$ cat src/hdl/uvst_pkg.sv
// Shared types and codes for the unique value set table.
// Holds the item structs, action and status codes, and the controller state type.
// No dependencies.
`default_nettype none

package uvst_pkg;

  localparam int VALUE_W = 32;
  localparam int ROW_W   = VALUE_W + 1;

  typedef enum logic [1:0] {
    ACT_INSERT = 2'd0,
    ACT_REMOVE = 2'd1,
    ACT_ALTER  = 2'd2,
    ACT_SEARCH = 2'd3
  } action_e;

  localparam logic [2:0] STAT_OK          = 3'd0;
  localparam logic [2:0] STAT_PRESENT     = 3'd1;
  localparam logic [2:0] STAT_NOT_FOUND   = 3'd2;
  localparam logic [2:0] STAT_FULL        = 3'd3;
  localparam logic [2:0] STAT_NEW_PRESENT = 3'd4;

  typedef struct packed {
    action_e                    action;
    logic signed [VALUE_W-1:0]  key;
    logic signed [VALUE_W-1:0]  new_value;
  } in_item_t;

  typedef struct packed {
    logic       ok;
    logic [2:0] status;
    logic [4:0] entry_count;
  } out_item_t;

  typedef enum logic [2:0] {
    FSM_CLEAR,
    FSM_IDLE,
    FSM_SCAN,
    FSM_SETTLE,
    FSM_COMMIT
  } fsm_e;

endpackage

`default_nettype wire

$ cat src/hdl/unique_value_set_table.sv
// Unique value set table: a bounded set of distinct signed 32-bit values.
// Each input item is an insert, remove, alter or search request. Each result
// item carries a success flag, a status code and the entry count afterward.
// Both channels use valid and stall; an item moves at a rising edge where
// valid is high and stall is low. Input items are the in_item struct and
// result items the out_item struct, both from uvst_pkg.
// After reset, a clearing pass writes every row of the entry memory, one row
// per cycle, while in_stall stays high.
// Each item then scans all ENTRIES rows through the single read port of the
// entry memory, one row per cycle, then settles and commits at most one write.
// An item passes through the scan, settle and commit states before the next
// item is accepted; in_stall stays high until its commit is taken.
// The result sits in an output register; the next item may be accepted and
// scanned while it waits. If out_stall holds, the following commit waits.
// Depends on uvst_pkg, uvst_mem and uvst_ctrl.
`default_nettype none

module unique_value_set_table #(
  parameter int ENTRIES = 16
) (
  input  wire logic                 clk,
  input  wire logic                 rst_n,
  input  wire logic                 in_valid,
  output logic                      in_stall,
  input  wire uvst_pkg::in_item_t   in_item,
  output logic                      out_valid,
  input  wire logic                 out_stall,
  output uvst_pkg::out_item_t       out_item
);

  import uvst_pkg::*;

  localparam int AW = $clog2(ENTRIES);

  logic              res_valid;
  logic              res_ready;
  out_item_t         res_item;
  logic              mem_we;
  logic [AW-1:0]     mem_waddr;
  logic [ROW_W-1:0]  mem_wdata;
  logic              mem_re;
  logic [AW-1:0]     mem_raddr;
  logic [ROW_W-1:0]  mem_rdata;
  logic              out_valid_r, out_valid_nxt;
  out_item_t         out_item_r;

  uvst_mem #(
    .DEPTH (ENTRIES),
    .WIDTH (ROW_W),
    .AW    (AW)
  ) u_mem (
    .clk   (clk),
    .we    (mem_we),
    .waddr (mem_waddr),
    .wdata (mem_wdata),
    .re    (mem_re),
    .raddr (mem_raddr),
    .rdata (mem_rdata)
  );

  uvst_ctrl #(
    .ENTRIES (ENTRIES),
    .AW      (AW)
  ) u_ctrl (
    .clk       (clk),
    .rst_n     (rst_n),
    .in_valid  (in_valid),
    .in_stall  (in_stall),
    .in_item   (in_item),
    .res_valid (res_valid),
    .res_ready (res_ready),
    .res_item  (res_item),
    .mem_we    (mem_we),
    .mem_waddr (mem_waddr),
    .mem_wdata (mem_wdata),
    .mem_re    (mem_re),
    .mem_raddr (mem_raddr),
    .mem_rdata (mem_rdata)
  );

  assign res_ready = !out_valid_r || !out_stall;

  always_comb begin
    out_valid_nxt = out_valid_r;
    if (res_valid && res_ready) begin
      out_valid_nxt = 1'b1;
    end else if (!out_stall) begin
      out_valid_nxt = 1'b0;
    end
  end

  always_ff @(posedge clk) begin
    if (!rst_n) begin
      out_valid_r <= 1'b0;
    end else begin
      out_valid_r <= out_valid_nxt;
    end
  end

  always_ff @(posedge clk) begin
    if (res_valid && res_ready) begin
      out_item_r <= res_item;
    end
  end

  assign out_valid = out_valid_r;
  assign out_item  = out_item_r;

endmodule

`default_nettype wire

$ cat src/hdl/uvst_mem.sv
// Entry memory of the unique value set table: one write port and one read port.
// Each row holds a valid flag above a stored value; read data is registered.
// Depends on nothing beyond its parameters.
`default_nettype none

module uvst_mem #(
  parameter int DEPTH = 16,
  parameter int WIDTH = 33,
  parameter int AW    = 4
) (
  input  wire logic             clk,
  input  wire logic             we,
  input  wire logic [AW-1:0]    waddr,
  input  wire logic [WIDTH-1:0] wdata,
  input  wire logic             re,
  input  wire logic [AW-1:0]    raddr,
  output logic      [WIDTH-1:0] rdata
);

  logic [WIDTH-1:0] mem [DEPTH];

  always_ff @(posedge clk) begin
    if (we) begin
      mem[waddr] <= wdata;
    end
  end

  always_ff @(posedge clk) begin
    if (re) begin
      rdata <= mem[raddr];
    end
  end

endmodule

`default_nettype wire

$ cat src/hdl/uvst_ctrl.sv
// Controller of the unique value set table: clearing pass, memory scan,
// match and free-slot tracking, and at most one write-back per item.
// Depends on uvst_pkg and drives the uvst_mem ports.
`default_nettype none

module uvst_ctrl #(
  parameter int ENTRIES = 16,
  parameter int AW      = 4
) (
  input  wire logic                      clk,
  input  wire logic                      rst_n,
  input  wire logic                      in_valid,
  output logic                           in_stall,
  input  wire uvst_pkg::in_item_t        in_item,
  output logic                           res_valid,
  input  wire logic                      res_ready,
  output uvst_pkg::out_item_t            res_item,
  output logic                           mem_we,
  output logic [AW-1:0]                  mem_waddr,
  output logic [uvst_pkg::ROW_W-1:0]     mem_wdata,
  output logic                           mem_re,
  output logic [AW-1:0]                  mem_raddr,
  input  wire logic [uvst_pkg::ROW_W-1:0] mem_rdata
);

  import uvst_pkg::*;

  localparam int CW = $clog2(ENTRIES + 1);
  localparam logic [AW-1:0] LAST = AW'(ENTRIES - 1);

  fsm_e           state_r, state_nxt;
  in_item_t       item_r, item_nxt;
  logic [AW-1:0]  addr_r, addr_nxt;
  logic           rd_vld_r;
  logic [AW-1:0]  rd_addr_r;
  logic           hit_r, hit_nxt;
  logic [AW-1:0]  hit_idx_r, hit_idx_nxt;
  logic           nv_hit_r, nv_hit_nxt;
  logic           free_r, free_nxt;
  logic [AW-1:0]  free_idx_r, free_idx_nxt;
  logic [CW-1:0]  cnt_r, cnt_nxt;

  logic               accept;
  logic               row_valid;
  logic [VALUE_W-1:0] row_value;
  logic               res_ok;
  logic [2:0]         res_status;
  logic               wr_commit;
  logic [AW-1:0]      wr_addr;
  logic [ROW_W-1:0]   wr_row;
  logic [CW-1:0]      cnt_after;
  logic [CW+4:0]      cnt_wide;

  assign accept    = in_valid && (state_r == FSM_IDLE);
  assign row_valid = mem_rdata[ROW_W-1];
  assign row_value = mem_rdata[VALUE_W-1:0];

  always_ff @(posedge clk) begin
    if (!rst_n) begin
      state_r  <= FSM_CLEAR;
      addr_r   <= '0;
      rd_vld_r <= 1'b0;
      hit_r    <= 1'b0;
      nv_hit_r <= 1'b0;
      free_r   <= 1'b0;
      cnt_r    <= '0;
    end else begin
      state_r  <= state_nxt;
      addr_r   <= addr_nxt;
      rd_vld_r <= (state_r == FSM_SCAN);
      hit_r    <= hit_nxt;
      nv_hit_r <= nv_hit_nxt;
      free_r   <= free_nxt;
      cnt_r    <= cnt_nxt;
    end
  end

  always_ff @(posedge clk) begin
    item_r     <= item_nxt;
    rd_addr_r  <= addr_r;
    hit_idx_r  <= hit_idx_nxt;
    free_idx_r <= free_idx_nxt;
  end

  always_comb begin
    state_nxt = state_r;
    unique case (state_r)
      FSM_CLEAR: begin
        if (addr_r == LAST) state_nxt = FSM_IDLE;
      end
      FSM_IDLE: begin
        if (accept) state_nxt = FSM_SCAN;
      end
      FSM_SCAN: begin
        if (addr_r == LAST) state_nxt = FSM_SETTLE;
      end
      FSM_SETTLE: begin
        state_nxt = FSM_COMMIT;
      end
      FSM_COMMIT: begin
        if (res_ready) state_nxt = FSM_IDLE;
      end
      default: begin
        state_nxt = FSM_IDLE;
      end
    endcase
  end

  always_comb begin
    item_nxt     = item_r;
    hit_nxt      = hit_r;
    hit_idx_nxt  = hit_idx_r;
    nv_hit_nxt   = nv_hit_r;
    free_nxt     = free_r;
    free_idx_nxt = free_idx_r;
    if (accept) begin
      item_nxt   = in_item;
      hit_nxt    = 1'b0;
      nv_hit_nxt = 1'b0;
      free_nxt   = 1'b0;
    end else if (rd_vld_r) begin
      if (row_valid && (row_value == $unsigned(item_r.key))) begin
        hit_nxt     = 1'b1;
        hit_idx_nxt = rd_addr_r;
      end
      if (row_valid && (row_value == $unsigned(item_r.new_value))) begin
        nv_hit_nxt = 1'b1;
      end
      if (!row_valid && !free_r) begin
        free_nxt     = 1'b1;
        free_idx_nxt = rd_addr_r;
      end
    end
  end

  always_comb begin
    res_ok     = 1'b0;
    res_status = STAT_OK;
    wr_commit  = 1'b0;
    wr_addr    = hit_idx_r;
    wr_row     = {1'b1, $unsigned(item_r.key)};
    cnt_after  = cnt_r;
    unique case (item_r.action)
      ACT_INSERT: begin
        if (hit_r) begin
          res_status = STAT_PRESENT;
        end else if (!free_r) begin
          res_status = STAT_FULL;
        end else begin
          res_ok    = 1'b1;
          wr_commit = 1'b1;
          wr_addr   = free_idx_r;
          cnt_after = cnt_r + CW'(1);
        end
      end
      ACT_REMOVE: begin
        if (!hit_r) begin
          res_status = STAT_NOT_FOUND;
        end else begin
          res_ok    = 1'b1;
          wr_commit = 1'b1;
          wr_row    = {1'b0, $unsigned(item_r.key)};
          cnt_after = cnt_r - CW'(1);
        end
      end
      ACT_ALTER: begin
        if (!hit_r) begin
          res_status = STAT_NOT_FOUND;
        end else if (nv_hit_r) begin
          res_status = STAT_NEW_PRESENT;
        end else begin
          res_ok    = 1'b1;
          wr_commit = 1'b1;
          wr_row    = {1'b1, $unsigned(item_r.new_value)};
        end
      end
      ACT_SEARCH: begin
        if (hit_r) begin
          res_ok = 1'b1;
        end else begin
          res_status = STAT_NOT_FOUND;
        end
      end
      default: begin
        res_status = STAT_OK;
      end
    endcase
  end

  always_comb begin
    addr_nxt  = addr_r;
    mem_we    = 1'b0;
    mem_waddr = wr_addr;
    mem_wdata = wr_row;
    mem_re    = (state_r == FSM_SCAN);
    mem_raddr = addr_r;
    in_stall  = (state_r != FSM_IDLE);
    res_valid = (state_r == FSM_COMMIT);
    cnt_nxt   = cnt_r;
    cnt_wide  = (CW + 5)'(cnt_after);
    res_item.ok          = res_ok;
    res_item.status      = res_status;
    res_item.entry_count = cnt_wide[4:0];
    unique case (state_r)
      FSM_CLEAR: begin
        mem_we    = 1'b1;
        mem_waddr = addr_r;
        mem_wdata = '0;
        addr_nxt  = (addr_r == LAST) ? '0 : addr_r + AW'(1);
      end
      FSM_IDLE: begin
        addr_nxt = '0;
      end
      FSM_SCAN: begin
        addr_nxt = (addr_r == LAST) ? '0 : addr_r + AW'(1);
      end
      FSM_SETTLE: begin
        addr_nxt = '0;
      end
      FSM_COMMIT: begin
        if (res_ready) begin
          mem_we  = wr_commit;
          cnt_nxt = cnt_after;
        end
      end
      default: begin
        addr_nxt = '0;
      end
    endcase
  end

  a_count_bound: assert property (@(posedge clk) disable iff (!rst_n)
    cnt_r <= CW'(ENTRIES))
    else $error("Entry count exceeds the table size.");

  a_insert_has_slot: assert property (@(posedge clk) disable iff (!rst_n)
    (state_r == FSM_COMMIT && res_ok && item_r.action == ACT_INSERT) |-> free_r)
    else $error("Insert succeeded without a free slot.");

  a_accept_scans: assert property (@(posedge clk) disable iff (!rst_n)
    accept |=> (state_r == FSM_SCAN))
    else $error("Accepted item did not start a scan.");

  a_idle_quiet: assert property (@(posedge clk) disable iff (!rst_n)
    (state_r == FSM_IDLE) |-> !rd_vld_r)
    else $error("Read data pending while idle.");

endmodule

`default_nettype wire
$ cat config.mk
export PLATFORM = sky130hd
export DESIGN_NAME = unique_value_set_table
export DESIGN_NICKNAME = d
export VERILOG_FILES = /design/src/hdl/uvst_pkg.sv /design/src/hdl/unique_value_set_table.sv /design/src/hdl/uvst_mem.sv /design/src/hdl/uvst_ctrl.sv
export SDC_FILE = /design/constraint.sdc
export NUM_CORES = 1
export LEC_CHECK = 0
export BUFFER_PORTS_ARGS = -buffer_cell sky130_fd_sc_hd__clkbuf_2
export CORE_MARGIN = 4
export CORE_UTILIZATION = 56
export DETAILED_ROUTE_END_ITERATION = 6
export HOLD_SLACK_MARGIN = 0.06
export PLACE_DENSITY = 0.69
export SYNTH_ARGS = -nofsm -noshare
export SYNTH_HDL_FRONTEND = slang
export SYNTH_SLANG_ARGS = --single-unit
$ cat constraint.sdc
create_clock -name clk -period 12.4 [get_ports clk]
set_clock_uncertainty 0.15 [all_clocks]
set_input_delay 1.24 -clock clk [delete_from_list [all_inputs] [get_ports clk]]
set_output_delay 1.24 -clock clk [all_outputs]
set_load 0.03 [all_outputs]
Word-level counts from Yosys, hierarchy flattened
Memories as Yosys holds them, arrays and structs flattened. A register that Yosys moved wholly into a read port is not among the register bits.
Index checks and enable logic that the tools add are counted.
- flip-flop bits (word level): 104
- bits in writable memories: 528
- bits of input ports: 70
- output and inout port bits: 11
- logic and storage cells: 100
- memories kept: 1
- memory list (name ; words ; bits a word ; rd ports ; clocked after Yosys merged registers in ; write ports ; RTL line ; text):
    u_mem.mem ; 16 ; 33 ; 1 ; 1 ; 1 ; uvst_mem.sv:20 ; logic [WIDTH-1:0] mem [DEPTH];
- add/subtract/negate cells: 3
- equal/unequal tests: 16
- muxes and demuxes: 39
- bitwise logic cells: 2
- reductions and logical operators: 22
- operator list (operator ; count):
    33-bit two-way mux ; 3
    33-bit case mux with 2 select lines ; 1
    32-bit equality test ; 2
    32-bit two-way mux ; 1
    3-bit two-way mux ; 7
    4-bit two-way mux ; 5
    5-bit two-way mux ; 3
    3-bit case mux with 5 select lines ; 1
    1-bit two-way mux ; 10
    2-bit by 1-bit != test with 1-bit output (second input constant) ; 5
    5-bit case mux with 2 select lines ; 1
    3-bit case mux with 3 select lines ; 1
    4-bit case mux with 2 select lines ; 1
    2-bit AND reduction ; 4
    3-bit by 2-bit equality test with 1-bit output (second input constant) ; 2
    1-bit case mux with 3 select lines ; 2
    3-bit AND reduction ; 2
    2-bit OR reduction ; 3
    5-bit by 1-bit adder with 5-bit output (second input constant) ; 1
    1-bit logical AND ; 5
    5-bit by 1-bit subtractor with 5-bit output (second input constant) ; 1
    4-bit by 1-bit adder with 4-bit output (second input constant) ; 1
    2-bit equality test (second input constant) ; 2
    4-bit equality test (second input constant) ; 1
    other kinds (12) ; 17

Logic depth before layout (Yosys ltp)
- depth in word-level cells: 7
- mapped depth: 9
- gate-level depth less buffers: 7

Cells and area by module
A second synthesis with hierarchy kept.
- cells, all modules: 1280
- area, all modules: 25948.6 µm²
- by module, submodules not included (module ; instances ; cells an instance ; area an instance (µm²)):
    uvst_mem ; 1 ; 864 ; 20961.4
    uvst_ctrl ; 1 ; 402 ; 4675.7
    unique_value_set_table ; 1 ; 14 ; 311.5

Worst setup path after synthesis
No wires, ideal clock.
- path type: input to register
- start point: in in_valid
- end point: reg u_ctrl.hit_idx_r[0], enable pin
- library setup time: 0.451 ns
- data arrival time: 4.550 ns
- required time: 11.799 ns
- path slack: 7.249 ns
- cell stages on the path: 3
- buffers on the path: 0
- cells stage by stage: inv_1 nor2_1 nor2_1
- longest elaborated chain between the ends: 3
- ends and longest elaborated chain (element ; RTL line ; text):
    start: declaration ; unique_value_set_table.sv:23 ; input wire logic in_valid,
    1-bit logical AND ; uvst_ctrl.sv:54 ; assign accept = in_valid && (state_r == FSM_IDLE);
    net u_ctrl.accept ; uvst_ctrl.sv:43 ; logic accept;
    1-bit inverter (no line) ; - ;
    3-bit AND reduction (no line) ; - ;
    end signal: assignment ; uvst_ctrl.sv:81 ; hit_idx_r <= hit_idx_nxt;
    end: declaration ; uvst_ctrl.sv:37 ; logic [AW-1:0] hit_idx_r, hit_idx_nxt;
The timed path passes the listed nets, and every way through them passes these cells.
A chain may end at the register's enable or synchronous reset.

Final worst setup path
- start point: reg u_ctrl.state_r[2]
- end point: mem u_mem.mem[0][6], enable pin
- longest elaborated chain between the ends: 4
- elaborated cells on any way between the ends: 6
- ends and longest elaborated chain (element ; RTL line ; text):
    start: declaration ; uvst_ctrl.sv:31 ; fsm_e state_r, state_nxt;
    start signal: assignment ; uvst_ctrl.sv:68 ; state_r <= state_nxt;
    3-bit equality test / 3-bit zero test (equally long branches) ; uvst_ctrl.sv:204 ; unique case (state_r)
    1-bit case mux with 2 select lines ; uvst_ctrl.sv:204 ;
    1-bit two-way mux ; uvst_mem.sv:23 ; if (we) begin
    1-bit two-way mux (implied by the code) ; uvst_mem.sv:24 ; mem[waddr] <= wdata;
    end: declaration ; uvst_mem.sv:20 ;
Parallel ways exist; a longest one is shown, timed or not.

==> flow_metrics.env <==
export IMPL_setup_viol_count_final=0
export IMPL_clock_path_buffers=3
export IMPL_topRoutingLayerUsed="met4"
export IMPL_status="complete, no violations"
export IMPL_syn_num_nets=1281
export IMPL_m1WireLength_um=23500
export IMPL_dpl_instance_area_mm2=0.0274
export IMPL_syn_area_mm2=0.0262
export IMPL_syn_avg_cell_area_um2=21.8
export IMPL_clk_pin_slew_ns=0.06
export IMPL_setup_tns_ns=0
export IMPL_gp_congestion=0.771
export IMPL_slowest_delay_ns=0.73
export IMPL_critPathMaxFanout=21
export IMPL_worst_pin_slew_ns=1.20
export IMPL_vdd_drop_max_mv=0.136
export IMPL_r2r_start="u_ctrl.state_r[2]$_SDFFE_PN0P_"
export IMPL_max_cap_viol_count=0
export IMPL_critical_path_class="flop to flop"
export IMPL_cts_hold_buffers=0
export IMPL_rows=79
export IMPL_synth_distinct_cells=54
export IMPL_clk_latency_ns=0.60
export IMPL_power_density_mw_per_mm2=160
export IMPL_timing_final_crit_share_pct=32.0
export IMPL_ctsResizeCount=0
export IMPL_fillers=3086
export IMPL_wirelength_um=57100
export IMPL_p_leak_nw=9.63
export IMPL_n_antenna_cell=0
export IMPL_route_met3_wl_um=4630
export IMPL_seqCellArea_mm2=0.0198
export IMPL_worst_slack_ns=8.44
export IMPL_async_reset_ff_share_pct=0
export IMPL_dp_hpwl_um=32000
export IMPL_grt_overflow=0
export IMPL_synth_edf_count=644
export IMPL_io_pins=81
export IMPL_grt_antenna_before_repair=1
export IMPL_die_y_um=224
export IMPL_dp_cells=1859
export IMPL_drt_iter0_markers=1337
export IMPL_path_delay_family="simple AND/OR/NAND/NOR gates"
export IMPL_worstPathRequired_ns=12.50
export IMPL_core_area_mm2=0.0465
export IMPL_final_cell_mix="644 x edfxtp_1, 96 x mux4_1, 80 x clkbuf_2"
export IMPL_worstHoldStart="u_ctrl.rd_addr_r[3]$_DFF_P_"
export IMPL_grt_use_total_pct=23.0
export IMPL_layout_drive_gt1_share_pct=22.0
export IMPL_dieArea_mm2=0.0504
export IMPL_multi_input_area_mm2=0.00621
export IMPL_startpoint_type="flop"
export IMPL_drc=0
export IMPL_cts_htree_levels=3
export IMPL_post_place_ws_ns=8.10
export IMPL_nNetsFinal=1399
export IMPL_timing_hold_ws_ns=0.283
export IMPL_min_path_type="flop to flop"
export IMPL_via_per_inst=6.30
export IMPL_synth_ff_type="edfxtp_1"
export IMPL_grt_pass1_vias=12400
export IMPL_antenna_left=0
export IMPL_routedWlPerCell_um=28.8
export IMPL_final_common_cell="edfxtp_1"
export IMPL_firstDrtPassIters=6
export IMPL_route_met2_wl_um=27200
export IMPL_finalCriticalPeriod_ns=3.96
export IMPL_path_cells="or3b_1 > a21oi_2 > a32oi_1 > nand2b_1 > nor2_4 > buf_4"
export IMPL_die_x_um=224
export IMPL_critPathCaptureType="flop"
export IMPL_cts_buffers=68
export IMPL_cts_setup_buffers=0
export IMPL_grt_pass1_wl_um=83800
export IMPL_rsz0062_at_grt="false"
export IMPL_ys_warn_count=0
export IMPL_syn_inst=1204
export IMPL_area_delta_synth_final_pct=12.8
export IMPL_cts_tree="built"
export IMPL_finalHoldViolations=0
export IMPL_critPathBufInv=1
export IMPL_slew_limit_headroom_pct=19.9
export IMPL_crit_path_top_delay_cell="a21oi_2"
export IMPL_via_count=12500
export IMPL_fmax_mhz=252
export IMPL_ys_ff_latch=665
export IMPL_initial_core_util_pct=56.5
export IMPL_cts_sinks=665
export IMPL_stdcell_count=1980
export IMPL_ys_seq_area_share_pct=75.3
export IMPL_stdcell_area_mm2=0.0296
export IMPL_grt_max_degree=140
export IMPL_portBuffers=80
export IMPL_worstPathArrival_ns=4.06
export IMPL_maxSlewViolCount=0
export IMPL_root_buffer="clkbuf_16"
export IMPL_crit_start="u_ctrl.state_r[2]$_SDFFE_PN0P_"
-- layout make-up --
type / count / area share [%]
flip-flops and latches: 665 / 66.8
multi-input cells: 470 / 21.0
clock buffers: 92 / 6.59
well taps: 607 / 2.57
repair buffers: 104 / 2.00
clock inverters: 29 / 0.850
inverters: 13 / 0.165
-- worst paths after layout --
check	slack, ns	cells past startpoint	endpoint
hold reg to reg	0.28	0	u_ctrl.hit_idx_r[3]$_DFFE_PP_
hold / removal	0.28	0	u_ctrl.hit_idx_r[3]$_DFFE_PP_
setup / recovery	8.44	6	u_mem.mem[0][6]$_DFFE_PP_
setup reg to reg	8.44	6	u_mem.mem[0][6]$_DFFE_PP_
-- synthesized netlist by cell type, drive strengths merged, types with 3 or more instances --
cell | instances | area [um2]
nand2b | 6 | 37.5
clkbuf | 22 | 82.6
a21oi | 20 | 100
dfxtp | 21 | 420
nand4 | 10 | 62.6
mux2i | 4 | 40.0
mux4 | 165 | 4080
nor3b | 3 | 22.5
nor2b | 5 | 31.3
inv | 12 | 45.0
a31oi | 4 | 25.0
o21ai | 5 | 25.0
ha | 7 | 87.6
nor4 | 10 | 62.6
edfxtp | 644 | 19300
xor2 | 31 | 272
nor2 | 71 | 267
nor3 | 6 | 30.0
a311oi | 6 | 52.6
or2 | 3 | 18.8
buf | 34 | 277
nand2 | 14 | 52.6
xnor2 | 34 | 298
a22oi | 32 | 240
nand3 | 6 | 30.0
-- per-layer routing --
layer | global-route usage (%) | up-vias
met4 | 7.17 | 0
li1 | - | 5327
met3 | 5.64 | 102
met1 | 32.9 | 6520
met2 | 35.9 | 528
met5 | 0 | -
-- cell families after synthesis --
logic type	synth area share, %
AOI/OAI and AO/OA	2.22
adders and majority gates	0.334
muxes	15.8
xor gates and xnor gates	2.17
and+or+nand+nor	2.60
buffers and inverters	1.56
DFF	75.3
-- power breakdown --
part	internal, mW	leakage, nW	switching [mW]
Combinational	0.119	2.49	0.108
Clock	1.17	1.07	0.822
Sequential	2.49	6.07	0.0198
-- registers in the layout, indices dropped and copies added, names as in the netlist --
name               count
u_ctrl.nv_hit_r        1
u_ctrl.cnt_r           5
u_ctrl.mem_raddr       4
u_ctrl.hit_idx_r       4
u_ctrl.item_r         66
out_item               9
u_ctrl.rd_vld_r        1
u_ctrl.hit_r           1
u_ctrl.state_r         3
u_ctrl.free_r          1
u_mem.mem            528
u_ctrl.free_idx_r      4
u_ctrl.rd_addr_r       4
u_mem.rdata           33
out_valid              1
-- metrics by stage --
step / total power, mW / utilization (%)
finish: 4.73 / 63.7
global route: 4.88 / 63.7
CTS: 4.77 / 63.7
detailed placement: 2.79 / 58.9
global placement: 2.78 / 58.9
floorplan: 2.72 / -
-- worst reg2reg max path: cells and delay by family, from the launching register on --
| family | cells | cell delay, ns |
|---|---|---|
| compound gates | 2 | 1.02 |
| simple gates | 3 | 1.45 |
| flops | 1 | 0.57 |
| buf+inv | 1 | 0.44 |
(Power assumes the default switching activity.)
